## src/design/bppf_pkg.sv

```systemverilog
// ----------------------------------------------------------------------------
// bppf_pkg: shared types and constants for the power-path mode controller
// mode codes, led codes, register indexes and beat payload structs
// ----------------------------------------------------------------------------
package bppf_pkg;

    localparam int MODE_W     = 3;
    localparam int LED_W      = 3;
    localparam int CFG_IDX_W  = 1;
    localparam int CFG_DATA_W = 24;

    typedef enum logic [MODE_W-1:0] {
        MODE_IDLE    = 3'd0,
        MODE_SILENT  = 3'd1,
        MODE_FAULT   = 3'd2,
        MODE_OUTPUT  = 3'd3,
        MODE_CHARGE  = 3'd4,
        MODE_CHG_TMO = 3'd5
    } mode_t;

    typedef enum logic [LED_W-1:0] {
        LED_OFF          = 3'd0,
        LED_RED_FAST     = 3'd1,
        LED_GREEN_FADE   = 3'd2,
        LED_ORANGE_BLINK = 3'd3,
        LED_GREEN_BLINK  = 3'd4
    } led_t;

    localparam logic [CFG_IDX_W-1:0] CFG_IDLE_TMO = 1'b0;
    localparam logic [CFG_IDX_W-1:0] CFG_CHG_TMO  = 1'b1;

    localparam logic [CFG_DATA_W-1:0] IDLE_TMO_RST = 24'd60000;
    localparam logic [CFG_DATA_W-1:0] CHG_TMO_RST  = 24'd14400000;

    typedef struct packed {
        logic charger_present;
        logic polarity_good;
        logic button_on;
        logic bus_activity;
    } tick_flags_t;

    typedef struct packed {
        mode_t mode_code;
        logic  discharge_enable;
        logic  charge_enable;
        led_t  led_pattern;
        logic  shutdown_request;
        logic  fault_status;
    } result_t;

endpackage

```

## src/design/bppf_tick_if.sv

```systemverilog
// ----------------------------------------------------------------------------
// bppf_tick_if: tick channel
// valid/ready channel carrying the four per-tick status flags
// ----------------------------------------------------------------------------
interface bppf_tick_if;
    logic valid;
    logic ready;
    logic charger_present;
    logic polarity_good;
    logic button_on;
    logic bus_activity;

    modport source (
        output valid, charger_present, polarity_good, button_on, bus_activity,
        input  ready
    );
    modport sink (
        input  valid, charger_present, polarity_good, button_on, bus_activity,
        output ready
    );
endinterface

```

## src/design/bppf_result_if.sv

```systemverilog
// ----------------------------------------------------------------------------
// bppf_result_if: result channel
// valid/ready channel carrying mode, switch enables, led code and status
// ----------------------------------------------------------------------------
interface bppf_result_if;
    logic       valid;
    logic       ready;
    logic [2:0] mode_code;
    logic       discharge_enable;
    logic       charge_enable;
    logic [2:0] led_pattern;
    logic       shutdown_request;
    logic       fault_status;

    modport source (
        output valid, mode_code, discharge_enable, charge_enable, led_pattern,
               shutdown_request, fault_status,
        input  ready
    );
    modport sink (
        input  valid, mode_code, discharge_enable, charge_enable, led_pattern,
               shutdown_request, fault_status,
        output ready
    );
endinterface

```

## src/design/bppf_cfg_regs.sv

```systemverilog
// ----------------------------------------------------------------------------
// bppf_cfg_regs: timeout registers
// holds the idle and charge timeout values written through the config port
// ----------------------------------------------------------------------------
module bppf_cfg_regs (
    input  logic                               clk,
    input  logic                               rst_n,
    input  logic                               cfg_we,
    input  logic [bppf_pkg::CFG_IDX_W-1:0]     cfg_index,
    input  logic [bppf_pkg::CFG_DATA_W-1:0]    cfg_data,
    output logic [bppf_pkg::CFG_DATA_W-1:0]    idle_tmo,
    output logic [bppf_pkg::CFG_DATA_W-1:0]    chg_tmo
);
    import bppf_pkg::*;

    logic [CFG_DATA_W-1:0] idle_tmo_reg;
    logic [CFG_DATA_W-1:0] chg_tmo_reg;

    always_ff @(posedge clk or negedge rst_n)
    begin
        if (!rst_n)
        begin
            idle_tmo_reg <= IDLE_TMO_RST;
            chg_tmo_reg  <= CHG_TMO_RST;
        end
        else if (cfg_we)
        begin
            case (cfg_index)
                CFG_IDLE_TMO: idle_tmo_reg <= cfg_data;
                CFG_CHG_TMO:  chg_tmo_reg  <= cfg_data;
                default:      ;
            endcase
        end
    end

    assign idle_tmo = idle_tmo_reg;
    assign chg_tmo  = chg_tmo_reg;

endmodule

```

## src/design/bppf_next.sv

```systemverilog
// ----------------------------------------------------------------------------
// bppf_next: per-tick transition logic
// next mode, counter and fault latch, plus the decoded result beat
// ----------------------------------------------------------------------------
module bppf_next #(
    parameter int COUNT_BITS = 24
) (
    input  bppf_pkg::mode_t                    mode,
    input  logic [COUNT_BITS-1:0]              count,
    input  logic                               fault,
    input  bppf_pkg::tick_flags_t              flags,
    input  logic [bppf_pkg::CFG_DATA_W-1:0]    idle_tmo,
    input  logic [bppf_pkg::CFG_DATA_W-1:0]    chg_tmo,
    output bppf_pkg::mode_t                    mode_next,
    output logic [COUNT_BITS-1:0]              count_next,
    output logic                               fault_next,
    output bppf_pkg::result_t                  res
);
    import bppf_pkg::*;

    localparam int CMP_W = (COUNT_BITS > CFG_DATA_W) ? COUNT_BITS : CFG_DATA_W;

    logic [COUNT_BITS-1:0] bumped;
    logic [COUNT_BITS-1:0] idle_cnt;
    logic                  idle_hit;
    logic                  chg_hit;
    logic                  shut;

    // saturating increment, bus traffic restarts the idle count
    assign bumped   = (&count) ? count : count + COUNT_BITS'(1);
    assign idle_cnt = flags.bus_activity ? '0 : bumped;
    assign idle_hit = (CMP_W'(idle_cnt) == CMP_W'(idle_tmo));
    assign chg_hit  = (CMP_W'(bumped) == CMP_W'(chg_tmo));

    always_comb
    begin
        mode_next  = mode;
        count_next = count;
        fault_next = fault;
        shut       = 1'b0;
        case (mode)
            MODE_IDLE:
            begin
                count_next = idle_cnt;
                if (!flags.polarity_good)
                begin
                    mode_next  = MODE_SILENT;
                    fault_next = 1'b1;
                end
                else if (flags.button_on)
                    mode_next = MODE_OUTPUT;
                else if (flags.charger_present)
                begin
                    mode_next  = MODE_CHARGE;
                    count_next = '0;
                end
                else if (idle_hit)
                begin
                    shut       = 1'b1;
                    count_next = '0;
                end
            end
            MODE_SILENT:
            begin
                if (flags.button_on)
                    mode_next = MODE_FAULT;
            end
            MODE_FAULT, MODE_OUTPUT:
            begin
                if (!flags.button_on)
                begin
                    mode_next  = MODE_IDLE;
                    count_next = '0;
                end
            end
            MODE_CHARGE:
            begin
                count_next = bumped;
                if (flags.button_on)
                    mode_next = MODE_OUTPUT;
                else if (!flags.charger_present)
                begin
                    mode_next  = MODE_IDLE;
                    count_next = '0;
                end
                else if (chg_hit)
                    mode_next = MODE_CHG_TMO;
            end
            MODE_CHG_TMO:
            begin
                if (flags.button_on)
                    mode_next = MODE_OUTPUT;
                else if (!flags.charger_present)
                begin
                    mode_next  = MODE_IDLE;
                    count_next = '0;
                end
            end
            default: ;
        endcase
    end

    // outputs follow the mode the tick ends in
    always_comb
    begin
        res.mode_code        = mode_next;
        res.discharge_enable = 1'b0;
        res.charge_enable    = 1'b0;
        res.led_pattern      = LED_OFF;
        res.shutdown_request = shut;
        res.fault_status     = fault_next;
        case (mode_next)
            MODE_FAULT:   res.led_pattern = LED_RED_FAST;
            MODE_OUTPUT:
            begin
                res.led_pattern      = LED_GREEN_FADE;
                res.discharge_enable = 1'b1;
                res.charge_enable    = 1'b1;
            end
            MODE_CHARGE:
            begin
                res.led_pattern   = LED_ORANGE_BLINK;
                res.charge_enable = 1'b1;
            end
            MODE_CHG_TMO: res.led_pattern = LED_GREEN_BLINK;
            default:      ;
        endcase
    end

endmodule

```

## src/design/battery_power_path_fsm.sv

```systemverilog
// ----------------------------------------------------------------------------
// battery_power_path_fsm: battery power-path mode controller
// one status tick in, one result beat out: mode, switch enables, led code,
// shutdown pulse and latched fault
// ----------------------------------------------------------------------------
//   channel   dir   handshake        payload
//   tick      in    valid / ready    charger_present, polarity_good,
//                                    button_on, bus_activity
//   result    out   valid / ready    mode_code, discharge_enable,
//                                    charge_enable, led_pattern,
//                                    shutdown_request, fault_status
//   cfg       in    cfg_we           cfg_index, cfg_data (write only)
//
// an accepted tick beat sits in the input register; the transition logic
// loads the result register from it when that is empty or being drained;
// a new tick can be accepted every cycle, one beat per clock, unless the
// result stalls; mode, counter and fault latch update in the same cycle
// the result loads; a stall on result backs up through both registers;
// tick.ready drops only when both hold a beat and result is not taken
// reset: mode idle, counter zero, fault clear, timeouts 60000 / 14400000
// ----------------------------------------------------------------------------
module battery_power_path_fsm #(
    parameter int COUNT_BITS = 24
) (
    input  logic                               clk,
    input  logic                               rst_n,
    bppf_tick_if.sink                          tick,
    bppf_result_if.source                      result,
    input  logic                               cfg_we,
    input  logic [bppf_pkg::CFG_IDX_W-1:0]     cfg_index,
    input  logic [bppf_pkg::CFG_DATA_W-1:0]    cfg_data
);
    import bppf_pkg::*;

    // timeout registers
    logic [CFG_DATA_W-1:0] idle_tmo;
    logic [CFG_DATA_W-1:0] chg_tmo;

    // input stage
    logic        in_valid_reg;
    tick_flags_t in_flags_reg;
    logic        tick_ready;
    logic        advance;

    // controller state
    mode_t                 mode_reg;
    mode_t                 mode_next;
    logic [COUNT_BITS-1:0] count_reg;
    logic [COUNT_BITS-1:0] count_next;
    logic                  fault_reg;
    logic                  fault_next;

    // result stage
    logic    out_valid_reg;
    result_t out_reg;
    result_t res_next;

    bppf_cfg_regs u_cfg (
        .clk       (clk),
        .rst_n     (rst_n),
        .cfg_we    (cfg_we),
        .cfg_index (cfg_index),
        .cfg_data  (cfg_data),
        .idle_tmo  (idle_tmo),
        .chg_tmo   (chg_tmo)
    );

    // pipeline moves whenever the result register is empty or being drained
    assign advance    = !out_valid_reg || result.ready;
    assign tick_ready = !in_valid_reg || advance;
    assign tick.ready = tick_ready;

    always_ff @(posedge clk or negedge rst_n)
    begin
        if (!rst_n)
            in_valid_reg <= 1'b0;
        else if (tick_ready)
            in_valid_reg <= tick.valid;
    end

    // flag payload, no reset needed
    always_ff @(posedge clk)
    begin
        if (tick_ready && tick.valid)
        begin
            in_flags_reg.charger_present <= tick.charger_present;
            in_flags_reg.polarity_good   <= tick.polarity_good;
            in_flags_reg.button_on       <= tick.button_on;
            in_flags_reg.bus_activity    <= tick.bus_activity;
        end
    end

    bppf_next #(
        .COUNT_BITS (COUNT_BITS)
    ) u_next (
        .mode       (mode_reg),
        .count      (count_reg),
        .fault      (fault_reg),
        .flags      (in_flags_reg),
        .idle_tmo   (idle_tmo),
        .chg_tmo    (chg_tmo),
        .mode_next  (mode_next),
        .count_next (count_next),
        .fault_next (fault_next),
        .res        (res_next)
    );

    // state commits together with the result beat it produced
    always_ff @(posedge clk or negedge rst_n)
    begin
        if (!rst_n)
        begin
            mode_reg      <= MODE_IDLE;
            count_reg     <= '0;
            fault_reg     <= 1'b0;
            out_valid_reg <= 1'b0;
        end
        else if (advance)
        begin
            out_valid_reg <= in_valid_reg;
            if (in_valid_reg)
            begin
                mode_reg  <= mode_next;
                count_reg <= count_next;
                fault_reg <= fault_next;
            end
        end
    end

    always_ff @(posedge clk)
    begin
        if (advance && in_valid_reg)
            out_reg <= res_next;
    end

    assign result.valid            = out_valid_reg;
    assign result.mode_code        = out_reg.mode_code;
    assign result.discharge_enable = out_reg.discharge_enable;
    assign result.charge_enable    = out_reg.charge_enable;
    assign result.led_pattern      = out_reg.led_pattern;
    assign result.shutdown_request = out_reg.shutdown_request;
    assign result.fault_status     = out_reg.fault_status;

`ifndef SYNTHESIS
    // fault latch only clears on reset
    a_fault_sticky: assert property (@(posedge clk) disable iff (!rst_n)
        !$fell(fault_reg))
        else $error("fault latch cleared without reset");

    // silent fault and fault modes are only reachable with the fault latched
    a_fault_modes: assert property (@(posedge clk) disable iff (!rst_n)
        (mode_reg == MODE_SILENT || mode_reg == MODE_FAULT) |-> fault_reg)
        else $error("fault mode without latched fault");

    // shutdown pulse only leaves the block while idle
    a_shut_idle: assert property (@(posedge clk) disable iff (!rst_n)
        (out_valid_reg && out_reg.shutdown_request) |->
            (out_reg.mode_code == MODE_IDLE))
        else $error("shutdown request outside idle");

    // discharge switch never closes without the charge switch
    a_switch_pair: assert property (@(posedge clk) disable iff (!rst_n)
        (out_valid_reg && out_reg.discharge_enable) |-> out_reg.charge_enable)
        else $error("discharge enabled without charge enable");

    // an empty result register never blocks the tick channel
    a_ready_free: assert property (@(posedge clk) disable iff (!rst_n)
        !out_valid_reg |-> tick_ready)
        else $error("tick stalled with empty result register");
`endif

endmodule

```

## src/flat_wrapper.sv

```systemverilog
// flat-port wrapper written by rule: the top's interface ports become plain ports
module battery_power_path_fsm_flat import bppf_pkg::*;
#(
    parameter int COUNT_BITS = 24
)
  (clk, rst_n, cfg_we, cfg_index, cfg_data, tick_valid, tick_charger_present, tick_polarity_good, tick_button_on, tick_bus_activity, tick_ready, result_valid, result_mode_code, result_discharge_enable, result_charge_enable, result_led_pattern, result_shutdown_request, result_fault_status, result_ready);
  bppf_tick_if tick_i ();
  bppf_result_if result_i ();
  input  logic clk;
  input  logic rst_n;
  input  logic cfg_we;
  input  logic [bppf_pkg::CFG_IDX_W-1:0] cfg_index;
  input  logic [bppf_pkg::CFG_DATA_W-1:0] cfg_data;
  input wire logic [$bits(tick_i.valid)-1:0] tick_valid;
  input wire logic [$bits(tick_i.charger_present)-1:0] tick_charger_present;
  input wire logic [$bits(tick_i.polarity_good)-1:0] tick_polarity_good;
  input wire logic [$bits(tick_i.button_on)-1:0] tick_button_on;
  input wire logic [$bits(tick_i.bus_activity)-1:0] tick_bus_activity;
  output wire logic [$bits(tick_i.ready)-1:0] tick_ready;
  output wire logic [$bits(result_i.valid)-1:0] result_valid;
  output wire logic [$bits(result_i.mode_code)-1:0] result_mode_code;
  output wire logic [$bits(result_i.discharge_enable)-1:0] result_discharge_enable;
  output wire logic [$bits(result_i.charge_enable)-1:0] result_charge_enable;
  output wire logic [$bits(result_i.led_pattern)-1:0] result_led_pattern;
  output wire logic [$bits(result_i.shutdown_request)-1:0] result_shutdown_request;
  output wire logic [$bits(result_i.fault_status)-1:0] result_fault_status;
  input wire logic [$bits(result_i.ready)-1:0] result_ready;
  assign tick_i.valid = tick_valid;
  assign tick_i.charger_present = tick_charger_present;
  assign tick_i.polarity_good = tick_polarity_good;
  assign tick_i.button_on = tick_button_on;
  assign tick_i.bus_activity = tick_bus_activity;
  assign tick_ready = tick_i.ready;
  assign result_valid = result_i.valid;
  assign result_mode_code = result_i.mode_code;
  assign result_discharge_enable = result_i.discharge_enable;
  assign result_charge_enable = result_i.charge_enable;
  assign result_led_pattern = result_i.led_pattern;
  assign result_shutdown_request = result_i.shutdown_request;
  assign result_fault_status = result_i.fault_status;
  assign result_i.ready = result_ready;
  battery_power_path_fsm #(.COUNT_BITS(COUNT_BITS)) u_core (.clk(clk), .rst_n(rst_n), .tick(tick_i), .result(result_i), .cfg_we(cfg_we), .cfg_index(cfg_index), .cfg_data(cfg_data));
endmodule
```

## config.mk

```make
export PLATFORM = sky130hd
export DESIGN_NAME = battery_power_path_fsm_flat
export DESIGN_NICKNAME = d
export VERILOG_FILES = /design/src/design/bppf_pkg.sv /design/src/design/bppf_tick_if.sv /design/src/design/bppf_result_if.sv /design/src/design/bppf_cfg_regs.sv /design/src/design/bppf_next.sv /design/src/design/battery_power_path_fsm.sv /design/src/flat_wrapper.sv
export SDC_FILE = /design/constraint.sdc
export NUM_CORES = 1
export LEC_CHECK = 0
export BUFFER_PORTS_ARGS = -buffer_cell sky130_fd_sc_hd__buf_4
export CAP_MARGIN = 20
export CORE_MARGIN = 2
export CORE_UTILIZATION = 40
export DETAILED_ROUTE_END_ITERATION = 16
export PLACE_DENSITY = 0.67
export SKIP_CTS_REPAIR_TIMING = 1
export SYNTH_ARGS = -nofsm -noshare
export SYNTH_HDL_FRONTEND = slang
export SYNTH_SLANG_ARGS = --single-unit
```

## constraint.sdc

```tcl
create_clock -name clk -period 3.4 [get_ports clk]
set_clock_uncertainty 0.1 [all_clocks]
set_input_delay 0.51 -clock clk [delete_from_list [all_inputs] [get_ports clk]]
set_output_delay 0.51 -clock clk [all_outputs]
set_load 0.05 [all_outputs]
```

# Yosys cells after proc, flatten, opt, wreduce, memory -nomap -nowiden

Cells that the tools add are included.

Bits of input ports: 34
Logic and storage cells: 80
Bits in registers: 92

Equality and inequality tests: 14
Reductions and logical operators: 16
Bitwise logic cells: 3
$add $sub $neg: 1
Multiplexer cells: 29

Operator list:

| kind                  | number |
|---|---|
| $mux 24               | 11 |
| $pmux 24 s4           | 1 |
| $eq 24x24->1          | 2 |
| $mux 3                | 10 |
| $add 24x1->24 const B | 1 |
| $reduce_and 24->1     | 1 |
| $pmux 3 s5            | 1 |
| $eq 3x2->1 const B    | 4 |
| $eq 3x3->1 const B    | 4 |
| $pmux 3 s4            | 1 |
| $ne 2x2->1 const B    | 3 |
| $reduce_and 2->1      | 3 |
| $reduce_and 6->1      | 1 |
| $mux 1                | 5 |
| $reduce_bool 4->1     | 1 |
| $reduce_or 2->1       | 2 |
| $reduce_or 4->1       | 1 |
| $eq 3x1->1 const B    | 1 |
| $logic_not 3->1       | 1 |
| $not 1->1             | 3 |
| $logic_and 1x1->1     | 2 |
| $logic_not 1->1       | 2 |
| $logic_or 1x1->1      | 2 |

# Longest topological paths before layout

Gate-level depths: netlist of the first run.

Depth after elaboration: 10
Mapped depth: 14
Mapped depth without buffers: 10

# By module

A second synthesis of the first run with hierarchy kept.

Cell total of the unflattened synthesis: 655
Area, all modules: 6766.5 um^2

By module, submodules not included:

| module                 | cells each | times used | area each (um^2) |
|---|---|---|---|
| bppf_next              | 470        | 1          | 3158.0 |
| bppf_cfg_regs          | 103        | 1          | 2008.2 |
| battery_power_path_fsm | 82         | 1          | 1600.3 |

# Worst setup path before layout of the first run

Ideal clock, no wire load.

Path kind: register to register
From: reg u_core.count_reg[0]
To: reg u_core.out_reg, in the netlist u_core.result.charge_enable (data pin)
Setup slack: 165 ps
Clock period less this slack: 3235 ps
Arrival time: 2865 ps
Buffers on the path: 0
Stages on the path, launching flop included: 11
Data required time: 3030 ps
Cell sequence: dfrtp_1 > ha_1 > nand3_1 > nor4_4 > mux2i_1 > xnor2_1 > a211o_1 > nor4_1 > nand4_1 > o31ai_2 > mux2i_1

Word-level cells in the longest chain between the ends: 10
Elaborated cells on any way between the ends: 12
Classes of those cells: add/sub: 1; eq/ne: 3; mux: 6; reduce/logical: 2

Ends and longest elaborated chain:

| element                                                   | RTL line                      | RTL |
|---|---|---|
| start: declaration                                        | battery_power_path_fsm.sv:48  | `logic [COUNT_BITS-1:0] count_reg;` |
| start signal: assignment                                  | battery_power_path_fsm.sv:124 | `count_reg <= count_next;` |
| $add 24x1->24 / $reduce_and 24->1 (equally long branches) | bppf_next.sv:30               | `assign bumped = (&count) ? count : count + COUNT_BITS'(1);` |
| $mux 24 (*)                                               | bppf_next.sv:30               |  |
| $eq 24x24->1 (*)                                          | bppf_next.sv:33               | `assign chg_hit = (CMP_W'(bumped) == CMP_W'(chg_tmo));` |
| $mux 3 (*)                                                | bppf_next.sv:86               | `else if (chg_hit)` |
| $mux 3 (*)                                                | bppf_next.sv:81               | `else if (!flags.charger_present)` |
| $mux 3 (*)                                                | bppf_next.sv:79               | `if (flags.button_on)` |
| $pmux 3 s5 (*)                                            | bppf_next.sv:41               | `case (mode)` |
| via u_core.mode_next[0]                                   | battery_power_path_fsm.sv:47  | `mode_t mode_next;` |
| $eq 3x2->1 / $eq 3x3->1 (equally long branches)           | bppf_next.sv:112              | `case (mode_next)` |
| $reduce_or 2->1 (no source line) (*)                      | -                             |  |
| $mux 1 (*)                                                | bppf_next.sv:112              |  |
| end signal: assignment                                    | battery_power_path_fsm.sv:133 | `out_reg <= res_next;` |
| end: declaration                                          | battery_power_path_fsm.sv:55  | `result_t out_reg;` |

The timed path passes the listed nets; every way through them passes the cells marked *.
A chain may end at the register's enable or synchronous reset.

# Worst setup path in the final report of the first run

From: reg u_core.count_reg[13]
To: reg u_core.count_reg[12]

Word-level cells in the longest chain between the ends: 9
Elaborated cells on any way between the ends: 12
Classes of those cells: add/sub: 1; eq/ne: 1; mux: 9; reduce/logical: 1

Ends and longest elaborated chain:

| element                                                   | RTL line        | RTL |
|---|---|---|
| $add 24x1->24 / $reduce_and 24->1 (equally long branches) | bppf_next.sv:30 |  |
| $mux 24 (*)                                               | bppf_next.sv:30 |  |
| $mux 24                                                   | bppf_next.sv:31 | `assign idle_cnt = flags.bus_activity ? '0 : bumped;` |
| $eq 24x24->1                                              | bppf_next.sv:32 | `assign idle_hit = (CMP_W'(idle_cnt) == CMP_W'(idle_tmo));` |
| $mux 24                                                   | bppf_next.sv:57 | `else if (idle_hit)` |
| $mux 24                                                   | bppf_next.sv:52 | `else if (flags.charger_present)` |
| $mux 24                                                   | bppf_next.sv:50 | `else if (flags.button_on)` |
| $mux 24                                                   | bppf_next.sv:45 | `if (!flags.polarity_good)` |
| $pmux 24 s4 (*)                                           | bppf_next.sv:41 |  |

Mark *: on every way between the ends. The rest lies on a longest branch, timed or not.

==> results of run 1 <==
[placed cells by master (no fill, tap or decap), drive strengths merged, types with 5 or more instances in the layout]
cell type	netlist	final
nor2	42	42
nor2b	5	5
nor4b	7	7
inv	12	13
o21ai	26	26
and2	5	5
mux2	48	48
edfxtp	13	13
nand4	20	20
xnor2	35	35
a2111oi	7	7
and4	6	6
buf	26	134
a211oi	8	8
and3	7	7
nor4	13	13
dfrtp	60	60
a31oi	9	9
a21oi	24	24
nand3	17	17
or3	5	5
o211ai	5	5
nor3b	10	10
nand2b	12	12
xor2	24	24
clkbuf	19	11
o31ai	6	6
nor3	37	37
mux2i	7	7
dfstp	18	18
nand2	38	38
[final timing paths]
check / endpoint / slack, ns / cells after the start
worst max-delay path: u_core.count_reg[12] / 0.09 / 12
worst min-delay path: u_core.u_cfg.idle_tmo[4] / 0.21 / 1
max in group asynchronous: u_core.count_reg[9] / 2.26 / 1
min in group clk: u_core.in_flags_reg[3] / 0.23 / 1
worst min register to register: u_core.fault_reg / 0.37 / 1
worst max register to register: u_core.count_reg[12] / 0.09 / 12
[layer usage]
layer,vias to the layer above,global-route usage [%]
met1,2656,34.8
li1,2524,-
met3,49,3.51
met4,0,10.3
met2,250,39.1
met5,-,0
[through the flow]
stage               std cells  util (%)  instance area [µm²]
floorplan                 625         -                 6140
global placement          900      47.3                 7140
detailed placement        900      47.3                 7140
CTS                       916      49.1                 7410
global route              918      50.3                 7580
finish                    918      50.3                 7580
[cell type report]
type	count	area [µm²]	share of cell area (%)
inverter	13	48.8	0.643
multi-input combinational	476	3620	47.7
timing repair buffer	134	1040	13.7
clock inverter	5	37.5	0.495
sequential	91	2370	31.2
clock buffer	11	233	3.07
tap	188	235	3.10
[critical path, delay by kind of cell (launching register included)]
kind                      cells  cell delay, ns
DFF                           1            0.43
and+or+nand+nor               3            0.68
buffers and inverters         4            0.72
AOI/OAI and AO/OA             3            0.87
muxes                         1            0.14
xor gates and xnor gates      1            0.25
[cell families after synthesis]
logic type | synth area share [%]
and+or+nand+nor | 24.0
AOI/OAI and AO/OA | 14.0
xor gates and xnor gates | 8.42
buffers and inverters | 4.95
DFF | 38.5
muxes | 9.95
adders and majority gates | 0.204
[power breakdown]
| part | total [W] | internal (W) | switching, W | leakage (nW) |
|---|---|---|---|---|
| clock | 0.000936 | 0.000499 | 0.000438 | 0.126 |
| sequential | 0.00145 | 0.00128 | 0.000167 | 1.06 |
| combinational | 0.00105 | 0.000446 | 0.000602 | 1.78 |
| total | 0.00343 | 0.00223 | 0.00121 | 2.97 |
==> results.sh, run 1 <==
export IMPL_startpoint_type="register"
export IMPL_gp_congestion=1.01
export IMPL_yosys_area_top_type="dfrtp_1"
export IMPL_drv_cap=0
export IMPL_avgSynthCellArea_um2=9.82
export IMPL_wl_met1_um=8620
export IMPL_synth_top_cells_by_area="dfrtp_1 (24%), mux2_2 (8.8%), dfstp_2 (7.7%)"
export IMPL_htreeDepth=3
export IMPL_finalSetupViolations=0
export IMPL_cp_slowest_stage_delay_ns=0.43
export IMPL_io_pins=46
export IMPL_final_setup_tns_ns=0
export IMPL_dieWidth_um=128
export IMPL_wirelength_um=19500
export IMPL_cts_buffers=9
export IMPL_synth_edf_count=13
export IMPL_syn_num_nets=660
export IMPL_crit_fanout=24
export IMPL_cts_sinks=91
export IMPL_netlist_area_leader_share_pct=24.5
export IMPL_ir_drop_mv=0.303
export IMPL_ys_warn_count=0
export IMPL_core_area_um2=15100
export IMPL_route_met3_wl_um=1280
export IMPL_wire_per_inst_um=21.3
export IMPL_p_leak_nw=2.97
export IMPL_total_power_w=0.00343
export IMPL_fin_crit_sh_pct=97.4
export IMPL_finalHoldViolations=0
export IMPL_yosysSeqAreaShare_pct=38.5
export IMPL_grt_pass1_wl_um=30900
export IMPL_dr_pass1_iters=5
export IMPL_syn_to_final_growth_pct=23.6
export IMPL_root_buffer="clkbuf_16"
export IMPL_drc_errors=0
export IMPL_fin_ws_ns=0.0870
export IMPL_synth_seq_cells=91
export IMPL_max_freq_mhz=302
export IMPL_min_period_ns=3.31
export IMPL_syn_cell_area_um2=6140
export IMPL_required_ns=3.55
export IMPL_power_density_nw_per_um2=453
export IMPL_insertedDiodeCount=0
export IMPL_final_nets=760
export IMPL_dp_hpwl_um=15200
export IMPL_io_buffer_count=45
export IMPL_vias=5479
export IMPL_worst_path_max_delay_cell="dfrtp_1"
export IMPL_whs_ns=0.212
export IMPL_crit_top_cell="buf_12"
export IMPL_cts_buffer_depth=2
export IMPL_synthCells=625
export IMPL_drive_gt1_share_pct=38.1
export IMPL_num_rows=45
export IMPL_top_layer_used="met4"
export IMPL_antenna_found_initial=0
export IMPL_grt_use_total_pct=24.9
export IMPL_wl_met2_um=8980
export IMPL_grt_max_degree=79
export IMPL_die_area_um2=16300
export IMPL_via_per_inst=5.97
export IMPL_dp_slack_ns=-0.0884
export IMPL_ys_top_cells_by_count="dfrtp_1 (60), mux2_2 (48), nor2_1 (41), nand2_1 (38), xnor2_1 (35)"
export IMPL_rr_startpoint="u_core.count_reg[13]"
export IMPL_clk_pin_slew_ns=0.07
export IMPL_n_fill_cell=1403
export IMPL_cp_end_kind="register"
export IMPL_worstPathCellList="buf_6 > and4_2 > nand4_2 > buf_12 > o211ai_1 > buf_4 > xor2_1 > mux2i_1 > a31oi_2 > and4bb_1 > buf_12 > a2111oi_4"
export IMPL_critical_path_startpoint="u_core.count_reg[13]"
export IMPL_min_path_type="input port to async pin"
export IMPL_clkLatencyLatePin_ns=0.35
export IMPL_start_util_pct=40.7
export IMPL_worst_slew_pin_slew_ns=1.04
export IMPL_maxSlewHeadroom_pct=30.4
export IMPL_arrival_ns=3.46
export IMPL_final_max_slew_viol_count=0
export IMPL_overflow=0
export IMPL_grt_pass1_vias=5451
export IMPL_drtAntennaViolNets=0
export IMPL_drt_iter0_drc=446
export IMPL_yosys_cell_count_top_type="dfrtp_1"
export IMPL_synth_distinct_cells=78
export IMPL_async_reset_ff_share_pct=85.7
export IMPL_die_h_um=128
export IMPL_worstSetupPathType="register to register"
export IMPL_outcome="complete, no violations"
export IMPL_cts_tree="yes"
export IMPL_synthFlopType="dfrtp_1"
No activity file was read; power rests on OpenSTA's default activity.
==> run 2, diff against run 1 <==
- CELL_PAD_IN_SITES_DETAIL_PLACEMENT: default -> 1
- CELL_PAD_IN_SITES_GLOBAL_PLACEMENT: default -> 1
- PLACE_DENSITY: 0.67 -> 0.8
==> run 2 against run 1 <==
The flow now finishes with violations (negative setup slack). Register-to-register slack lost 0.11 ns. Cell area grew 6.2%. Critical path depth shrank 1. Core utilization grew 3.1 points. Maximum frequency shrank 3.1%. Non-clock buffer count grew 23. Clock power grew 13%. First-iteration DRC count grew 1.3%. Sequential share of layout area shrank 1.8 points. Sequential power is essentially flat. Worst setup slack lost 0.11 ns. Wire length grew 18%. Critical path type unchanged.
==> results.sh, run 2 (synthesized netlist as in run 1, its figures left out) <==
export IMPL_outcome="finished, violations left"
export IMPL_violations="negative setup slack"
export IMPL_gp_congestion=1.03
export IMPL_fin_ws_ns=-0.0207
export IMPL_whs_ns=0.211
export IMPL_overflow=0
export IMPL_final_max_slew_viol_count=0
export IMPL_r2r_slack_ns=-0.02
export IMPL_core_area_um2=15100
export IMPL_die_area_um2=16300
export IMPL_layout_common_cells="buf_4 (143), dfrtp_1 (57), mux2_2 (48)"
export IMPL_design_area_um2=8050
export IMPL_required_ns=3.52
export IMPL_startpoint_type="register"
export IMPL_dp_slack_ns=-0.284
export IMPL_dp_hpwl_um=17000
export IMPL_rsz0062_at_grt="yes"
export IMPL_grt_pass1_wl_um=33900
export IMPL_cp_end_kind="register"
export IMPL_worst_slew_pin_slew_ns=0.994
export IMPL_ir_drop_mv=0.316
export IMPL_num_rows=45
export IMPL_io_pins=46
export IMPL_intPower_w=0.00237
export IMPL_die_h_um=128
export IMPL_start_util_pct=40.7
export IMPL_power_density_nw_per_um2=456
export IMPL_min_path_type="input port to async pin"
export IMPL_worstSetupPathType="register to register"
export IMPL_rr_worst_depth=11
export IMPL_max_freq_mhz=292
export IMPL_fin_cells=941
export IMPL_r2r_end="u_core.count_reg[12]"
export IMPL_grt_max_degree=79
export IMPL_switchingPower_w=0.00131
export IMPL_vias=5866
export IMPL_syn_to_final_growth_pct=31.2
export IMPL_clkLatencyLatePin_ns=0.35
export IMPL_utilization_pct=53.4
export IMPL_dieWidth_um=128
export IMPL_cts_sinks=91
export IMPL_root_buffer="clkbuf_16"
export IMPL_antenna_found_initial=0
export IMPL_crit_fanout=6
export IMPL_clk_pin_slew_ns=0.07
export IMPL_arrival_ns=3.54
export IMPL_p_comb_share_pct=31.5
export IMPL_wirelength_um=23100
export IMPL_maxSlewHeadroom_pct=33.8
export IMPL_placed_cells=906
export IMPL_io_buffer_count=45
export IMPL_p_leak_nw=3.19
export IMPL_min_period_ns=3.42
export IMPL_final_common_cell="buf_4"
export IMPL_grt_use_total_pct=27.3
export IMPL_drc_errors=0
export IMPL_rr_startpoint="u_core.count_reg[11]"
export IMPL_fin_crit_sh_pct=101
export IMPL_grt_pass1_vias=5884
export IMPL_final_nets=783
export IMPL_placed_cell_area_um2=7170
export IMPL_seqPwrFrac_pct=39.5
export IMPL_finalSetupViolations=10
export IMPL_finalHoldViolations=0
export IMPL_power_share_clock_pct=28.9
export IMPL_via_per_inst=6.23
export IMPL_cts_tree="yes"
export IMPL_htreeDepth=3
export IMPL_cts_buffers=9
export IMPL_dr_pass1_iters=5
export IMPL_switching_share_pct=35.6
export IMPL_drv_cap=0
export IMPL_drtAntennaViolNets=0
export IMPL_drive_gt1_share_pct=42.9
export IMPL_insertedDiodeCount=0
export IMPL_wire_per_inst_um=24.6
export IMPL_cts_buffer_depth=2
export IMPL_drt_iter0_drc=452
[run 2: changes by cell type in the layout (fill, tap and decap cells not counted), moves of 4 or more]
| cell | before | now |
|---|---|---|
| buf_4 | 129 | 143 |
| xor2_1 | 24 | 20 |
| buf_6 | 3 | 9 |
| a2111oi_2 | 2 | 6 |
[run 2: worst max-delay path by stage]
stage	cells past startpoint	to	from	slack, ns
detailed placement	13	u_core.result.charge_enable	u_core.count_reg[0]	-0.28
global placement	13	u_core.result.charge_enable	u_core.count_reg[0]	-0.27
CTS	13	u_core.result.charge_enable	u_core.count_reg[0]	-0.30
finish	11	u_core.count_reg[12]	u_core.count_reg[11]	-0.02
global route	12	u_core.result.charge_enable	u_core.count_reg[3]	-0.09
floorplan	10	u_core.result.charge_enable	u_core.count_reg[0]	0.17
[run 2: power by group through the flow]
stage	combinational [W]	clock, W	sequential, W
final	0.00116	0.00106	0.00145
after global routing	0.00124	0.00112	0.00147
after CTS	0.00109	0.00108	0.00143
after detailed placement	0.00108	0	0.00145
after global placement	0.00102	0	0.00144
after floorplan	0.000632	0	0.00145
[run 2: routing by layer]
metal	global-route usage (%)	share of wire, %
met1	36.6	42
met2	44.3	48
met3	3.63	5.8
met4	12.0	4.1
met5	0	0
[run 2: stage by stage]
stage / power (W) / setup TNS [ns]
after CTS: 0.00360 / -6.18
after floorplan: 0.00209 / 0
after detailed placement: 0.00253 / -5.74
after global placement: 0.00246 / -2.52
final: 0.00367 / -0.107
after global routing: 0.00382 / -1.61
[run 2: layout make-up]
type                            instances  area (µm²)
Timing Repair Buffer                  157        1290
Inverter                               13        48.8
Clock inverter                          7        92.6
Clock buffer                            9         225
Tap cell                              188         235
Sequential cell                        91        2370
Fill cell                            1692        7040
Multi-Input combinational cell        476        3790
[run 2: worst max-delay path, cell delays in order (launching register included)]
cell and delay (ns):
dfrtp_1 0.51, and4_2 0.38, nand4_4 0.22, buf_4 0.21
o211ai_4 0.23, xnor2_2 0.15, mux2i_2 0.31, o31ai_2 0.14
or3_1 0.32, and4bb_4 0.46, clkbuf_16 0.20, a2111oi_2 0.05
==> run 3, diff against run 2 <==
- PLACE_DENSITY: 0.8 -> 0.71
- SLEW_MARGIN: default -> 20
- clock period: 3.4 -> 2.99 ns (I/O delays scaled with it)
==> run 3 against run 2 <==
The flow still finishes with violations (negative setup slack). Worst setup slack worse by 0.36 ns. Critical endpoint is now u_core.count_reg[22]. Combinational power up 28%. Critical path depth up 3. Register-to-register slack worse by 0.36 ns. Sequential cell count unchanged. Via count up 3.5%. Core utilization up 3.8 points. Sequential share of layout area down 2.0 points.
==> results.sh, run 3 (synthesized netlist as in run 1, its figures left out) <==
export IMPL_outcome="finished, violations left"
export IMPL_violations="negative setup slack"
export IMPL_die_area_um2=16300
export IMPL_seqPwrFrac_pct=37.7
export IMPL_r2r_end="u_core.count_reg[22]"
export IMPL_overflow=0
export IMPL_htreeDepth=3
export IMPL_fin_crit_sh_pct=113
export IMPL_switchingPower_w=0.00161
export IMPL_p_leak_nw=3.48
export IMPL_min_period_ns=3.37
export IMPL_grt_use_total_pct=28.9
export IMPL_design_area_um2=8620
export IMPL_grt_pass1_wl_um=35700
export IMPL_rr_startpoint="u_core.count_reg[1]"
export IMPL_power_share_clock_pct=28.5
export IMPL_drv_cap=0
export IMPL_n_fill_cell=1667
export IMPL_min_path_type="input port to async pin"
export IMPL_layout_common_cells="buf_4 (199), dfrtp_1 (58), mux2_2 (47)"
export IMPL_io_pins=46
export IMPL_arrival_ns=3.50
export IMPL_cts_buffers=9
export IMPL_drt_iter0_drc=509
export IMPL_final_nets=842
export IMPL_regArea_um2=2370
export IMPL_drc_errors=0
export IMPL_multi_input_area_um2=3930
export IMPL_switching_share_pct=36.5
export IMPL_rr_worst_depth=14
export IMPL_core_area_um2=15100
export IMPL_intPower_w=0.00279
export IMPL_finalSetupViolations=31
export IMPL_final_setup_tns_ns=-10.36
export IMPL_fin_ws_ns=-0.378
export IMPL_max_freq_mhz=297
export IMPL_root_buffer="clkbuf_16"
export IMPL_fin_cells=1000
export IMPL_antenna_found_initial=0
export IMPL_wirelength_um=24800
export IMPL_start_util_pct=40.7
export IMPL_worstSetupPathType="register to register"
export IMPL_placed_cell_area_um2=7630
export IMPL_cts_tree="yes"
export IMPL_placed_cells=961
export IMPL_clk_pin_slew_ns=0.08
export IMPL_drive_gt1_share_pct=48.9
export IMPL_die_h_um=128
export IMPL_crit_fanout=6
export IMPL_vias=6074
export IMPL_dp_hpwl_um=18000
export IMPL_final_max_slew_viol_count=0
export IMPL_via_per_inst=6.07
export IMPL_final_common_cell="buf_4"
export IMPL_dr_pass1_iters=5
export IMPL_p_comb_share_pct=33.8
export IMPL_rsz0062_at_grt="yes"
export IMPL_finalHoldViolations=0
export IMPL_syn_to_final_growth_pct=40.5
export IMPL_cp_end_kind="register"
export IMPL_io_buffer_count=45
export IMPL_grt_pass1_vias=6094
export IMPL_startpoint_type="register"
export IMPL_dieWidth_um=128
export IMPL_num_rows=45
export IMPL_cts_sinks=91
export IMPL_worst_slew_pin_slew_ns=0.809
export IMPL_clkLatencyLatePin_ns=0.37
export IMPL_maxSlewHeadroom_pct=46.1
export IMPL_r2r_slack_ns=-0.38
export IMPL_insertedDiodeCount=0
export IMPL_wire_per_inst_um=24.8
export IMPL_cts_buffer_depth=2
export IMPL_drtAntennaViolNets=0
export IMPL_gp_congestion=1.00
export IMPL_ir_drop_mv=0.302
export IMPL_power_density_nw_per_um2=510
export IMPL_grt_max_degree=62
export IMPL_required_ns=3.12
run 3: final cells by class:
| cell class | count | share of cell area [%] |
|---|---|---|
| Clock buffer | 9 | 2.61 |
| Clock inverter | 7 | 1.06 |
| Inverter | 13 | 0.566 |
| Multi-Input combinational cell | 476 | 45.6 |
| Sequential cell | 91 | 27.5 |
| Tap cell | 188 | 2.73 |
| Timing Repair Buffer | 216 | 20.0 |
run 3: stage by stage:
stage	hold WS (ns)	power (W)	util (%)	worst slack (ns)
after global routing	0.131	0.00457	57.1	-0.450
after detailed placement	0.364	0.00295	50.6	-0.897
after floorplan	0.0529	0.00239	-	-0.0517
final	0.0603	0.00440	57.1	-0.378
after global placement	0.352	0.00288	50.6	-0.817
after CTS	0.0993	0.00421	52.7	-0.899
run 3: how the worst max path moves through the flow:
stage | start | end | slack (ns)
finish | u_core.count_reg[1] | u_core.count_reg[22] | -0.38
global route | u_core.count_reg[1] | u_core.count_reg[14] | -0.45
CTS | u_core.count_reg[14] | u_core.result.charge_enable | -0.90
detailed placement | u_core.count_reg[14] | u_core.result.charge_enable | -0.90
global placement | u_core.count_reg[12] | u_core.result.charge_enable | -0.82
floorplan | u_core.count_reg[1] | u_core.count_reg[10] | -0.05
run 3: critical path, cell delays in order (launching register included):
cell and delay [ns]:
dfrtp_1 0.43, ha_4 0.20, buf_6 0.12, and3_4 0.19, buf_4 0.15, a21o_1 0.14, o21ai_1 0.07, buf_4 0.20
xor2_1 0.23, a2bb2oi_1 0.13, o32a_1 0.24, or3_1 0.36, and4bb_4 0.43, clkbuf_16 0.19, nor3_2 0.05
run 3: power by group through the flow:
stage          Combinational (W)  Clock (W)  Sequential (W)
2_1_floorplan           0.000732          0         0.00165
3_3_place_gp             0.00125          0         0.00163
3_5_place_dp             0.00130          0         0.00165
4_1_cts                  0.00131    0.00127         0.00163
5_1_grt                  0.00158    0.00132         0.00167
6_report                 0.00149    0.00125         0.00166
run 3: metal layers:
| layer | global-route usage, % | share of wire (%) |
|---|---|---|
| met2 | 46.6 | 48 |
| met3 | 3.84 | 5.1 |
| met5 | 0 | 0 |
| met4 | 8.34 | 3.3 |
| met1 | 40.7 | 44 |
